$ cat src/hw/rtl/tst_pkg.sv
package tst_pkg;

  typedef enum logic [1:0] {
    CmdCreate = 2'd0,
    CmdKill   = 2'd1,
    CmdSleep  = 2'd2,
    CmdTick   = 2'd3
  } cmd_e;

  typedef enum logic [2:0] {
    SlotUnused   = 3'd0,
    SlotRunning  = 3'd1,
    SlotReady    = 3'd2,
    SlotSleeping = 3'd3,
    SlotDead     = 3'd4
  } slot_state_e;

  localparam int CmdW      = 2;
  localparam int SlotFldW  = 4;
  localparam int DelayW    = 32;
  localparam int TimeW     = 64;
  localparam int MaskW     = 16;
  localparam int CountFldW = 5;
  localparam int ProdW     = 42;

  localparam logic [9:0] UsPerMs = 10'd1000;

  // control broadcast to every cell
  typedef struct packed {
    logic exec;
    cmd_e cmd;
  } cell_ctl_t;

  // prefix flags handed from one cell to the next
  typedef struct packed {
    logic free;
    logic kill_ok;
  } link_t;

endpackage

$ cat src/hw/rtl/tst_if.sv
interface tst_in_if;
  logic                          valid;
  logic                          ready;
  logic [tst_pkg::CmdW-1:0]      command;
  logic [tst_pkg::SlotFldW-1:0]  target_slot;
  logic [tst_pkg::SlotFldW-1:0]  current_slot;
  logic [tst_pkg::DelayW-1:0]    delay_ms;
  logic [tst_pkg::TimeW-1:0]     now;

  modport source (output valid, command, target_slot, current_slot, delay_ms, now,
                  input ready);
  modport sink   (input valid, command, target_slot, current_slot, delay_ms, now,
                  output ready);
endinterface

interface tst_out_if;
  logic                           valid;
  logic                           ready;
  logic                           status;
  logic [tst_pkg::SlotFldW-1:0]   slot_id;
  logic                           reschedule;
  logic [tst_pkg::MaskW-1:0]      woken_mask;
  logic [tst_pkg::CountFldW-1:0]  used_slots;

  modport source (output valid, status, slot_id, reschedule, woken_mask, used_slots,
                  input ready);
  modport sink   (input valid, status, slot_id, reschedule, woken_mask, used_slots,
                  output ready);
endinterface

$ cat src/hw/rtl/task_slot_table.sv
// Task slot table: one command word in, one result word out. Each slot is a cell holding
// its state and 64-bit wake time; create, kill, sleep and tick act on all cells at once,
// with the lowest-free-slot search and the kill check carried cell to cell along the row.
// A word is accepted only once the last one has left the update step. Each word passes
// through a multiply step, which registers delay_ms x 1000, then an update step, which
// writes the cells and the output register. The result sits in that register, so the next
// word is accepted while it waits; a stalled output holds the update step.
module task_slot_table #(
  parameter int SLOTS = 16
) (
  input  logic          clk_i,
  input  logic          rst_ni,
  tst_in_if.sink        in_i,
  tst_out_if.source     out_o
);

  localparam int IdxW = (SLOTS > 1) ? $clog2(SLOTS) : 1;
  localparam int CntW = $clog2(SLOTS + 1);

  typedef enum logic [2:0] {
    StIdle = 3'b001,
    StMul  = 3'b010,
    StExec = 3'b100
  } fsm_e;

  fsm_e                               state_q, state_d;
  tst_pkg::cmd_e                      cmd_q;
  logic [tst_pkg::SlotFldW-1:0]       target_q, cur_q;
  logic [tst_pkg::DelayW-1:0]         delay_q;
  logic [tst_pkg::TimeW-1:0]          now_q;
  logic [tst_pkg::ProdW-1:0]          prod_q;
  logic [CntW-1:0]                    count_q, count_d;
  logic                               exec_go, cur_ok;
  logic [tst_pkg::TimeW-1:0]          sleep_dl;
  tst_pkg::cell_ctl_t                 ctl;
  tst_pkg::link_t                     link [SLOTS+1];
  logic [IdxW-1:0]                    id [SLOTS+1];
  logic [SLOTS-1:0]                   wake;
  logic [tst_pkg::MaskW-1:0]          mask;

  logic                               ov_q, status_q, resched_q;
  logic [tst_pkg::SlotFldW-1:0]       slot_id_q;
  logic [tst_pkg::MaskW-1:0]          mask_q;
  logic [tst_pkg::CountFldW-1:0]      used_slots_q;
  logic                               status_d, resched_d;
  logic [tst_pkg::SlotFldW-1:0]       slot_id_d;
  logic [tst_pkg::MaskW-1:0]          mask_d;

  assign in_i.ready = (state_q == StIdle);
  assign exec_go    = (state_q == StExec) && (!ov_q || out_o.ready);
  assign cur_ok     = int'(cur_q) < SLOTS;
  assign sleep_dl   = now_q + tst_pkg::TimeW'(prod_q);
  assign ctl.exec   = exec_go;
  assign ctl.cmd    = cmd_q;

  assign link[0] = '0;
  assign id[0]   = '0;

  for (genvar i = 0; i < SLOTS; i++) begin : g_cell
    tst_cell #(
      .IDX  (i),
      .IdxW (IdxW),
      .CntW (CntW)
    ) u_cell (
      .clk_i      (clk_i),
      .rst_ni     (rst_ni),
      .ctl_i      (ctl),
      .count_i    (count_q),
      .target_i   (target_q),
      .cur_i      (cur_q),
      .now_i      (now_q),
      .sleep_dl_i (sleep_dl),
      .link_i     (link[i]),
      .link_o     (link[i+1]),
      .id_i       (id[i]),
      .id_o       (id[i+1]),
      .wake_o     (wake[i])
    );
  end

  for (genvar i = 0; i < tst_pkg::MaskW; i++) begin : g_mask
    if (i < SLOTS) begin : g_on
      assign mask[i] = wake[i];
    end else begin : g_off
      assign mask[i] = 1'b0;
    end
  end

  always_comb begin
    state_d = state_q;
    unique case (state_q)
      StIdle: if (in_i.valid) state_d = StMul;
      StMul:  state_d = StExec;
      StExec: if (exec_go) state_d = StIdle;
      default: state_d = StIdle;
    endcase
  end

  always_comb begin
    count_d   = count_q;
    status_d  = 1'b0;
    resched_d = 1'b0;
    slot_id_d = '0;
    mask_d    = '0;
    case (cmd_q)
      tst_pkg::CmdCreate: begin
        if (link[SLOTS].free) begin
          slot_id_d = tst_pkg::SlotFldW'(id[SLOTS]);
          if (CntW'(id[SLOTS]) >= count_q) begin
            count_d = CntW'(id[SLOTS]) + CntW'(1);
          end
        end else begin
          status_d = 1'b1;
        end
      end
      tst_pkg::CmdKill: begin
        status_d  = !link[SLOTS].kill_ok;
        resched_d = link[SLOTS].kill_ok && (target_q == cur_q);
      end
      tst_pkg::CmdSleep: begin
        status_d  = !cur_ok;
        resched_d = cur_ok;
      end
      default: mask_d = mask;
    endcase
  end

  always_ff @(posedge clk_i or negedge rst_ni) begin
    if (!rst_ni) begin
      state_q <= StIdle;
      count_q <= CntW'(1);
      ov_q    <= 1'b0;
    end else begin
      state_q <= state_d;
      if (exec_go) begin
        count_q <= count_d;
        ov_q    <= 1'b1;
      end else if (out_o.ready) begin
        ov_q <= 1'b0;
      end
    end
  end

  always_ff @(posedge clk_i) begin
    if (in_i.valid && in_i.ready) begin
      cmd_q    <= tst_pkg::cmd_e'(in_i.command);
      target_q <= in_i.target_slot;
      cur_q    <= in_i.current_slot;
      delay_q  <= in_i.delay_ms;
      now_q    <= in_i.now;
    end
    if (state_q == StMul) begin
      prod_q <= tst_pkg::ProdW'(delay_q) * tst_pkg::ProdW'(tst_pkg::UsPerMs);
    end
    if (exec_go) begin
      status_q     <= status_d;
      slot_id_q    <= slot_id_d;
      resched_q    <= resched_d;
      mask_q       <= mask_d;
      used_slots_q <= tst_pkg::CountFldW'(count_d);
    end
  end

  assign out_o.valid      = ov_q;
  assign out_o.status     = status_q;
  assign out_o.slot_id    = slot_id_q;
  assign out_o.reschedule = resched_q;
  assign out_o.woken_mask = mask_q;
  assign out_o.used_slots = used_slots_q;

endmodule

$ cat src/hw/rtl/tst_cell.sv
module tst_cell #(
  parameter int IDX  = 0,
  parameter int IdxW = 4,
  parameter int CntW = 5
) (
  input  logic                          clk_i,
  input  logic                          rst_ni,
  input  tst_pkg::cell_ctl_t            ctl_i,
  input  logic [CntW-1:0]               count_i,
  input  logic [tst_pkg::SlotFldW-1:0]  target_i,
  input  logic [tst_pkg::SlotFldW-1:0]  cur_i,
  input  logic [tst_pkg::TimeW-1:0]     now_i,
  input  logic [tst_pkg::TimeW-1:0]     sleep_dl_i,
  input  tst_pkg::link_t                link_i,
  output tst_pkg::link_t                link_o,
  input  logic [IdxW-1:0]               id_i,
  output logic [IdxW-1:0]               id_o,
  output logic                          wake_o
);

  localparam tst_pkg::slot_state_e ResetState =
    (IDX == 0) ? tst_pkg::SlotRunning : tst_pkg::SlotUnused;

  tst_pkg::slot_state_e       state_q, state_d;
  logic [tst_pkg::TimeW-1:0]  dl_q, dl_d;
  logic                       is_free, in_scope, live, kill_hit, create_hit, wake;

  always_comb begin
    is_free    = (IDX != 0) &&
                 (state_q == tst_pkg::SlotUnused || state_q == tst_pkg::SlotDead);
    in_scope   = CntW'(IDX) < count_i;
    live       = !(state_q == tst_pkg::SlotUnused || state_q == tst_pkg::SlotDead);
    kill_hit   = (IDX != 0) && in_scope && live && (int'(target_i) == IDX);
    create_hit = is_free && !link_i.free;
    wake       = (state_q == tst_pkg::SlotSleeping) && in_scope && (now_i >= dl_q);

    link_o.free    = link_i.free | is_free;
    link_o.kill_ok = link_i.kill_ok | kill_hit;
    id_o           = create_hit ? (id_i | IdxW'(IDX)) : id_i;
    wake_o         = wake;
  end

  always_comb begin
    state_d = state_q;
    dl_d    = dl_q;
    if (ctl_i.exec) begin
      case (ctl_i.cmd)
        tst_pkg::CmdCreate: begin
          if (create_hit) begin
            state_d = tst_pkg::SlotReady;
            dl_d    = '0;
          end
        end
        tst_pkg::CmdKill: begin
          if (kill_hit) begin
            state_d = tst_pkg::SlotDead;
          end
        end
        tst_pkg::CmdSleep: begin
          if (int'(cur_i) == IDX) begin
            state_d = tst_pkg::SlotSleeping;
            dl_d    = sleep_dl_i;
          end
        end
        default: begin
          if (wake) begin
            state_d = tst_pkg::SlotReady;
            dl_d    = '0;
          end
        end
      endcase
    end
  end

  always_ff @(posedge clk_i or negedge rst_ni) begin
    if (!rst_ni) begin
      state_q <= ResetState;
      dl_q    <= '0;
    end else begin
      state_q <= state_d;
      dl_q    <= dl_d;
    end
  end

endmodule
$ cat src/flat_wrapper.sv
// flat-port wrapper written by rule: the top's interface ports become plain ports
module task_slot_table_flat 
#(
  parameter int SLOTS = 16
)
  (clk_i, rst_ni, in_i_valid, in_i_command, in_i_target_slot, in_i_current_slot, in_i_delay_ms, in_i_now, in_i_ready, out_o_valid, out_o_status, out_o_slot_id, out_o_reschedule, out_o_woken_mask, out_o_used_slots, out_o_ready);
  tst_in_if in_i_i ();
  tst_out_if out_o_i ();
  input  logic clk_i;
  input  logic rst_ni;
  input wire logic [$bits(in_i_i.valid)-1:0] in_i_valid;
  input wire logic [$bits(in_i_i.command)-1:0] in_i_command;
  input wire logic [$bits(in_i_i.target_slot)-1:0] in_i_target_slot;
  input wire logic [$bits(in_i_i.current_slot)-1:0] in_i_current_slot;
  input wire logic [$bits(in_i_i.delay_ms)-1:0] in_i_delay_ms;
  input wire logic [$bits(in_i_i.now)-1:0] in_i_now;
  output wire logic [$bits(in_i_i.ready)-1:0] in_i_ready;
  output wire logic [$bits(out_o_i.valid)-1:0] out_o_valid;
  output wire logic [$bits(out_o_i.status)-1:0] out_o_status;
  output wire logic [$bits(out_o_i.slot_id)-1:0] out_o_slot_id;
  output wire logic [$bits(out_o_i.reschedule)-1:0] out_o_reschedule;
  output wire logic [$bits(out_o_i.woken_mask)-1:0] out_o_woken_mask;
  output wire logic [$bits(out_o_i.used_slots)-1:0] out_o_used_slots;
  input wire logic [$bits(out_o_i.ready)-1:0] out_o_ready;
  assign in_i_i.valid = in_i_valid;
  assign in_i_i.command = in_i_command;
  assign in_i_i.target_slot = in_i_target_slot;
  assign in_i_i.current_slot = in_i_current_slot;
  assign in_i_i.delay_ms = in_i_delay_ms;
  assign in_i_i.now = in_i_now;
  assign in_i_ready = in_i_i.ready;
  assign out_o_valid = out_o_i.valid;
  assign out_o_status = out_o_i.status;
  assign out_o_slot_id = out_o_i.slot_id;
  assign out_o_reschedule = out_o_i.reschedule;
  assign out_o_woken_mask = out_o_i.woken_mask;
  assign out_o_used_slots = out_o_i.used_slots;
  assign out_o_i.ready = out_o_ready;
  task_slot_table #(.SLOTS(SLOTS)) u_core (.clk_i(clk_i), .rst_ni(rst_ni), .in_i(in_i_i), .out_o(out_o_i));
endmodule
$ cat config.mk
export PLATFORM = sky130hd
export DESIGN_NAME = task_slot_table_flat
export DESIGN_NICKNAME = d
export VERILOG_FILES = /design/src/hw/rtl/tst_pkg.sv /design/src/hw/rtl/tst_if.sv /design/src/hw/rtl/task_slot_table.sv /design/src/hw/rtl/tst_cell.sv /design/src/flat_wrapper.sv
export SDC_FILE = /design/constraint.sdc
export NUM_CORES = 2
export LEC_CHECK = 0
export ABC_AREA = 1
export BUFFER_PORTS_ARGS = -buffer_cell sky130_fd_sc_hd__buf_2
export CAP_MARGIN = 20
export CORE_MARGIN = 1.5
export CORE_UTILIZATION = 50
export DETAILED_ROUTE_END_ITERATION = 7
export GPL_TIMING_DRIVEN = 0
export HOLD_SLACK_MARGIN = 0.03
export PLACE_DENSITY = 0.66
export REMOVE_ABC_BUFFERS = 1
export SYNTH_ARGS = -nofsm -noshare
export SYNTH_HDL_FRONTEND = slang
export SYNTH_HIERARCHICAL = 1
export SYNTH_SLANG_ARGS = --single-unit
$ cat constraint.sdc
create_clock -name clk_i -period 5.8 [get_ports clk_i]
set_input_delay 0.58 -clock clk_i [delete_from_list [all_inputs] [get_ports clk_i]]
set_output_delay 0.58 -clock clk_i [all_outputs]
set_load 0.02 [all_outputs]
==> Yosys cells after proc, flatten, opt, wreduce, memory -nomap -nowiden <==
Index checks and enable logic that the tools add are counted.
{ "classes": {"n_addsub": 2, "mul": 1, "order_cmp": 33, "eq_ne": 115, "mux": 167, "n_bitwise": 30, "reduce_logical": 209} }
{ "ops": {"columns": ["op", "count"], "rows": [
  ["two-way mux 64 bit", 47],
  ["case mux 64 bit (3 select lines)", 15],
  [">= comparator 64 bit", 16],
  ["two-way mux 3 bit", 68],
  ["AND reduction 5 bit", 30],
  ["case mux 3 bit (3 select lines)", 16],
  ["case mux 64 bit (2 select lines)", 1],
  ["inequality test 2 bit (second input constant)", 47],
  ["logical AND 1 bit", 79],
  ["adder 64 x 42 -> 64 bit", 1],
  ["equality test 4 bit (second input constant)", 16],
  ["nonzero test 4 bit", 15],
  ["equality test 3 x 2 -> 1 bit (second input constant)", 17],
  ["equality test 3 bit (second input constant)", 16],
  ["logical NOT 3 bit", 15],
  ["nonzero test 3 bit", 15],
  ["less-than comparator 4 x 5 -> 1 bit (first input constant)", 8],
  ["multiplier 32 x 7 -> 39 bit (second input constant)", 1],
  ["equality test 4 x 3 -> 1 bit (second input constant)", 8],
  ["two-way mux 4 bit", 8],
  ["logical NOT 1 bit", 30],
  ["OR 1 bit", 28],
  ["less-than comparator 3 x 5 -> 1 bit (first input constant)", 4],
  ["equality test 4 x 2 -> 1 bit (second input constant)", 4],
  ["24 further kinds", 52]
]} }
{ "totals": {"regBits": 1253, "input_bits": 110, "out_inout_bits": 29} }

==> Longest topological paths before layout <==
{ "logic_depth": {"depth_word": 22, "depth_mapped": 36, "ltp_nobuf": 36} }

==> By module <==
Netlist, hierarchy kept.
{ "modules_own_cells": {"columns": ["module", "n_inst", "cells_per_inst", "area_per_inst_um2"], "rows": [
  ["task_slot_table", 1, 2072, 16463.3],
  ["tst_cell at u_core.g_cell[6].u_cell", 1, 744, 5253.8],
  ["tst_cell at u_core.g_cell[9].u_cell", 1, 745, 5253.8],
  ["tst_cell at u_core.g_cell[14].u_cell", 1, 749, 5114.9],
  ["tst_cell at u_core.g_cell[13].u_cell", 1, 741, 5079.9],
  ["tst_cell at u_core.g_cell[10].u_cell", 1, 741, 5073.6],
  ["tst_cell at u_core.g_cell[7].u_cell", 1, 746, 5068.6],
  ["tst_cell at u_core.g_cell[8].u_cell", 1, 748, 5067.4],
  ["tst_cell at u_core.g_cell[11].u_cell", 1, 745, 5066.1],
  ["tst_cell at u_core.g_cell[15].u_cell", 1, 742, 5066.1],
  ["tst_cell at u_core.g_cell[4].u_cell", 1, 746, 5063.6],
  ["tst_cell at u_core.g_cell[2].u_cell", 1, 745, 5062.4],
  ["tst_cell at u_core.g_cell[12].u_cell", 1, 744, 5056.1],
  ["tst_cell at u_core.g_cell[5].u_cell", 1, 741, 5056.1],
  ["+3 rows", null, null, null]
]} }

==> Worst setup path after synthesis <==
Ideal clock, no wire load.
{ "synth_path": {"path_kind": "register to register", "startpoint": "register u_core.state_q[0]", "endpoint": "register u_core.cmd_q[0] (enable)", "t_arrival_ns": 5.682, "required_time_ns": 5.228, "slack_ns": -0.455, "path_stages_with_launch": 5, "path_buffers": 0, "synth_period_minus_slack_ns": 6.255, "path_cell_list": "dfstp_2 -> inv_1 -> nor3_1 -> inv_1 -> nor2_1"} }
{ "synth_between": {"elab_chain_cells": 2} }
{ "synth_lines": {"columns": ["element", "line_no", "text"], "rows": [
  ["start, declared", "task_slot_table.sv:26", "fsm_e state_q, state_d;"],
  ["start signal, assigned", "task_slot_table.sv:130", "state_q <= StIdle;"],
  ["start signal, assigned", "task_slot_table.sv:134", "state_q <= state_d;"],
  ["equality test 3 x 1 -> 1 bit", "task_slot_table.sv:49", "assign in_i.ready = (state_q == StIdle);"],
  ["net in_i_ready", "flat_wrapper.sv:17", "output wire logic [$bits(in_i_i.ready)-1:0] in_i_ready;"],
  ["logical AND 1 bit", "task_slot_table.sv:145", "if (in_i.valid && in_i.ready) begin"],
  ["end signal, assigned", "task_slot_table.sv:146", "cmd_q <= tst_pkg::cmd_e'(in_i.command);"],
  ["end, declared", "task_slot_table.sv:27", "tst_pkg::cmd_e cmd_q;"]
]} }
The timed path passes the listed nets, and every way through them passes these cells.
A chain may end at the register's enable or synchronous reset.

==> key figures <==
Status
  • Status: finished clean

Placement
  • GP Congestion: roughly 1
  • Pre-CTS setup slack: -0.276 ns
  • Placed insts: roughly 16000
  • Port bufs: 138
  • Hpwl dp: roughly 220000 um

Critical path
  • Critical Path Source: u_core/g_cell[1].u_cell/state_q[1]
  • Reg2reg start: u_core/g_cell[1].u_cell/state_q[1]
  • WP data required: between 6 and 7 ns
  • Crit path DAT: approximately 6.1 ns
  • Crit start category: flip-flop
  • WS Path Type: flip-flop to flip-flop
  • Critical Path End Type: flip-flop
  • CP Max Fanout: 5
  • CP max-delay cell: dfrtp_1
  • Worst stage delay on the critical path: 0.38 ns

Logic synthesis
  • Synth warnings: 6
  • #FFs+latches synth: approximately 1300
  • Top cell type by total area after synthesis: dfrtp_1
  • Yosys top cell area share: 0.277
  • Top cells by area, synth: dfrtp_1, nand2_1, ha_1
  • Dominant synthesized flop cell: dfrtp_1
  • Async S/R FF share, synth: 0.863
  • Sequential area share after synthesis: 0.330
  • Syn Std Cell Area: 97400 sq um
  • Distinct cells, synth: 59
  • Post-synth EDFFs: about 170
  • Count leader, synth: nand2_1
  • Commonest cells post-synth: nand2_1, inv_1, nor2_1, nand3_1, ha_1
  • Avg Synthesized Cell Area: 7.05 sq um
  • Syn Inst Count: about 14000

Layout
  • Finished Core Util: 0.568
  • Share of cells above drive strength 1: 0.0695
  • Register area: ~32000 sq um
  • Area of the multi-input gates: about 52000 sq um
  • Synth-to-layout area growth: 12.6%
  • FILL cells: around 18000
  • Final Non-Filler Cells: about 17000
  • Net count, final: approximately 15000

STA
  • Fmax: ~180 MHz
  • Fin crit share: 0.960
  • Setup ws final: approximately 0.23 ns
  • Setup_tns: 0 ns
  • Setup violators final: 0
  • Slew @ Worst Pin: 1.27 ns
  • Max-slew headroom: 0.154
  • Final Max Tran Viols: 0
  • Crit path time final: around 5.6 ns
  • Clock Skews: around 0.048 ns
  • Hold Violations, Final: 0

Clock network
  • Clock sinks: roughly 1300
  • Clock Pin Slew Worst Setup and Hold Paths: 0.06 ns
  • Clk buf depth: 3
  • CTS tree: yes
  • Skew-Pair Late Insertion Delay: just over 0.8 ns
  • CTS Root Cell: clkbuf_16
  • Htree depth: 4
  • Total CTS buffers: between 150 and 200

Global route
  • Met2 usage: 0.492
  • Congestion Overflow GR: 0
  • Grt peak-use layer: met2
  • Vias in the first global route: between 80000 and 90000
  • Initial antenna violation count: 9
  • Pin count of the biggest net entering global routing: 159
  • First-pass GRT wire length: about 470000 um
  • M1 GR Usage: 0.421
  • Total GRT Usage: 0.310
  • Grt met3 use: 0.0671

Pwr
  • Pwr dens: roughly 570 nW/um^2
  • Peak supply drop: 0.655 mV
  • Pleak: 59.9 nW

Floorplanning
  • Die footprint: 198000 sq um
  • Top Ports: approximately 140
  • Die width: 444 um
  • DIE HEIGHT: around 440 um
  • Initial Utilization: 0.505
  • Row count: 161
  • Core Area: 193000 sq um

Detailed routing
  • Post-Route WL: just over 300000 um
  • Vias: roughly 85000
  • DRC Markers: 0
  • Wire length per cell: 18.4 um
  • Pre-Repair DR Iteration Count: 6
  • DR vias/cell: roughly 5
  • Final ANT Viol Nets: 0
  • Starting DRT DRC Count: around 7200

Worst hold path
  • Worst min-delay path class: input pin to asynchronous set/reset pin

Flow run
  • Max-capacitance violation count: 0
## logic make-up (layout without fill, tap and decap cells)
family / Yosys count / count (layout) / synth area share
adder cells (fa/ha/maj): 1276 / 1276 / 0.173
XOR/XNOR: 57 / 57 / 0.00512
flip-flops: 1252 / 1252 / 0.330
other: 1 / 9 / 0.0000385
AO/OA/AOI/OAI: 772 / 772 / 0.0422
buffers and inverters: 3333 / 3603 / 0.144
AND/OR/NAND/NOR: 7127 / 7127 / 0.305
## flip-flops by register name (all words and copies together) (netlist names), 4 cells and up
name                          cells
u_core/count_q                    5
u_core/cur_q                      4
u_core/delay_q                   32
u_core/g_cell.u_cell/dl_q      1024
u_core/g_cell.u_cell/state_q     47
u_core/now_q                     64
u_core/out_o.slot_id              4
u_core/out_o.used_slots           5
u_core/out_o.woken_mask          16
u_core/prod_q                    39
u_core/target_q                   4
## final cells by class
| class | instances | share of cell area |
|---|---|---|
| Sequential cell | 1252 | 0.293 |
| Multi-Input combinational cell | 9238 | 0.472 |
| Inverter | 2869 | 0.0985 |
| Antenna cell | 3 | 0.0000684 |
| Timing Repair Buffer | 453 | 0.0598 |
| Tap cell | 2526 | 0.0288 |
| Clock inverter | 59 | 0.00624 |
| Clock buffer | 222 | 0.0409 |
## path summary, 6_finish.rpt
path | end | slack, ns | cells after the start
max in group asynchronous | u_core/g_cell[15].u_cell/dl_q[38] | 3.33 | 4
hold reg to reg | u_core/g_cell[12].u_cell/dl_q[17] | 0.46 | 2
setup reg to reg | u_core/out_o.used_slots[1] | 0.23 | 33
min in group clk_i | u_core/g_cell[12].u_cell/dl_q[17] | 0.46 | 2
hold / removal | u_core/g_cell[5].u_cell/dl_q[15] | 0.38 | 2
setup / recovery | u_core/out_o.used_slots[1] | 0.23 | 33
## where the power goes
part / switching, W / internal, W / total, W
Combinational: 0.0250 / 0.0136 / 0.0386
Clock: 0.00411 / 0.00584 / 0.00995
Sequential: 0.00221 / 0.0123 / 0.0145
## placed cells by master (no fill, tap or decap), types with 136 or more instances in the layout
cell type and n:
nor2_1 1515, inv_1 2844, a21oi_1 525, o21ai_0 136, edfxtp_1 172, buf_2 137, nand2_1 3917, clkbuf_16 160
ha_1 1157, nand3_1 1181, dfrtp_1 1077
## through the flow
| stage | area [sq um] | hold WS, ns | total power (W) |
|---|---|---|---|
| 2_1_floorplan | 94200 | 0.284 | 0.0392 |
| 3_3_place_gp | 98000 | 0.453 | 0.0503 |
| 3_5_place_dp | 103000 | 0.458 | 0.0524 |
| 6_report | 110000 | 0.380 | 0.0630 |
| 5_1_grt | 110000 | 0.428 | 0.0691 |
| 4_1_cts | 110000 | 0.382 | 0.0627 |
## layer usage
metal	up-vias	share of wire
met5	-	0.00012
met4	6	0.033
met3	520	0.092
met2	2704	0.44
met1	39500	0.44
li1	42500	-
## worst max-delay path, delay by kind of cell (launching register included)
family / cells / cell delay (ns)
flip-flops: 1 / 0.38
adder cells (fa/ha/maj): 1 / 0.27
AND/OR/NAND/NOR: 20 / 3.70
AO/OA/AOI/OAI: 4 / 0.42
buffers and inverters: 8 / 0.56
## what timing repair did
item / CTS / global route
setup endpoints to repair: 101 / 105
gates resized for setup: 1 / 12
hold buffers: 109 / 0
hold endpoints to repair: 210 / 0
setup buffers: 4 / 2
pin swaps: 3 / 3
No activity file was read; power rests on OpenSTA's default activity.
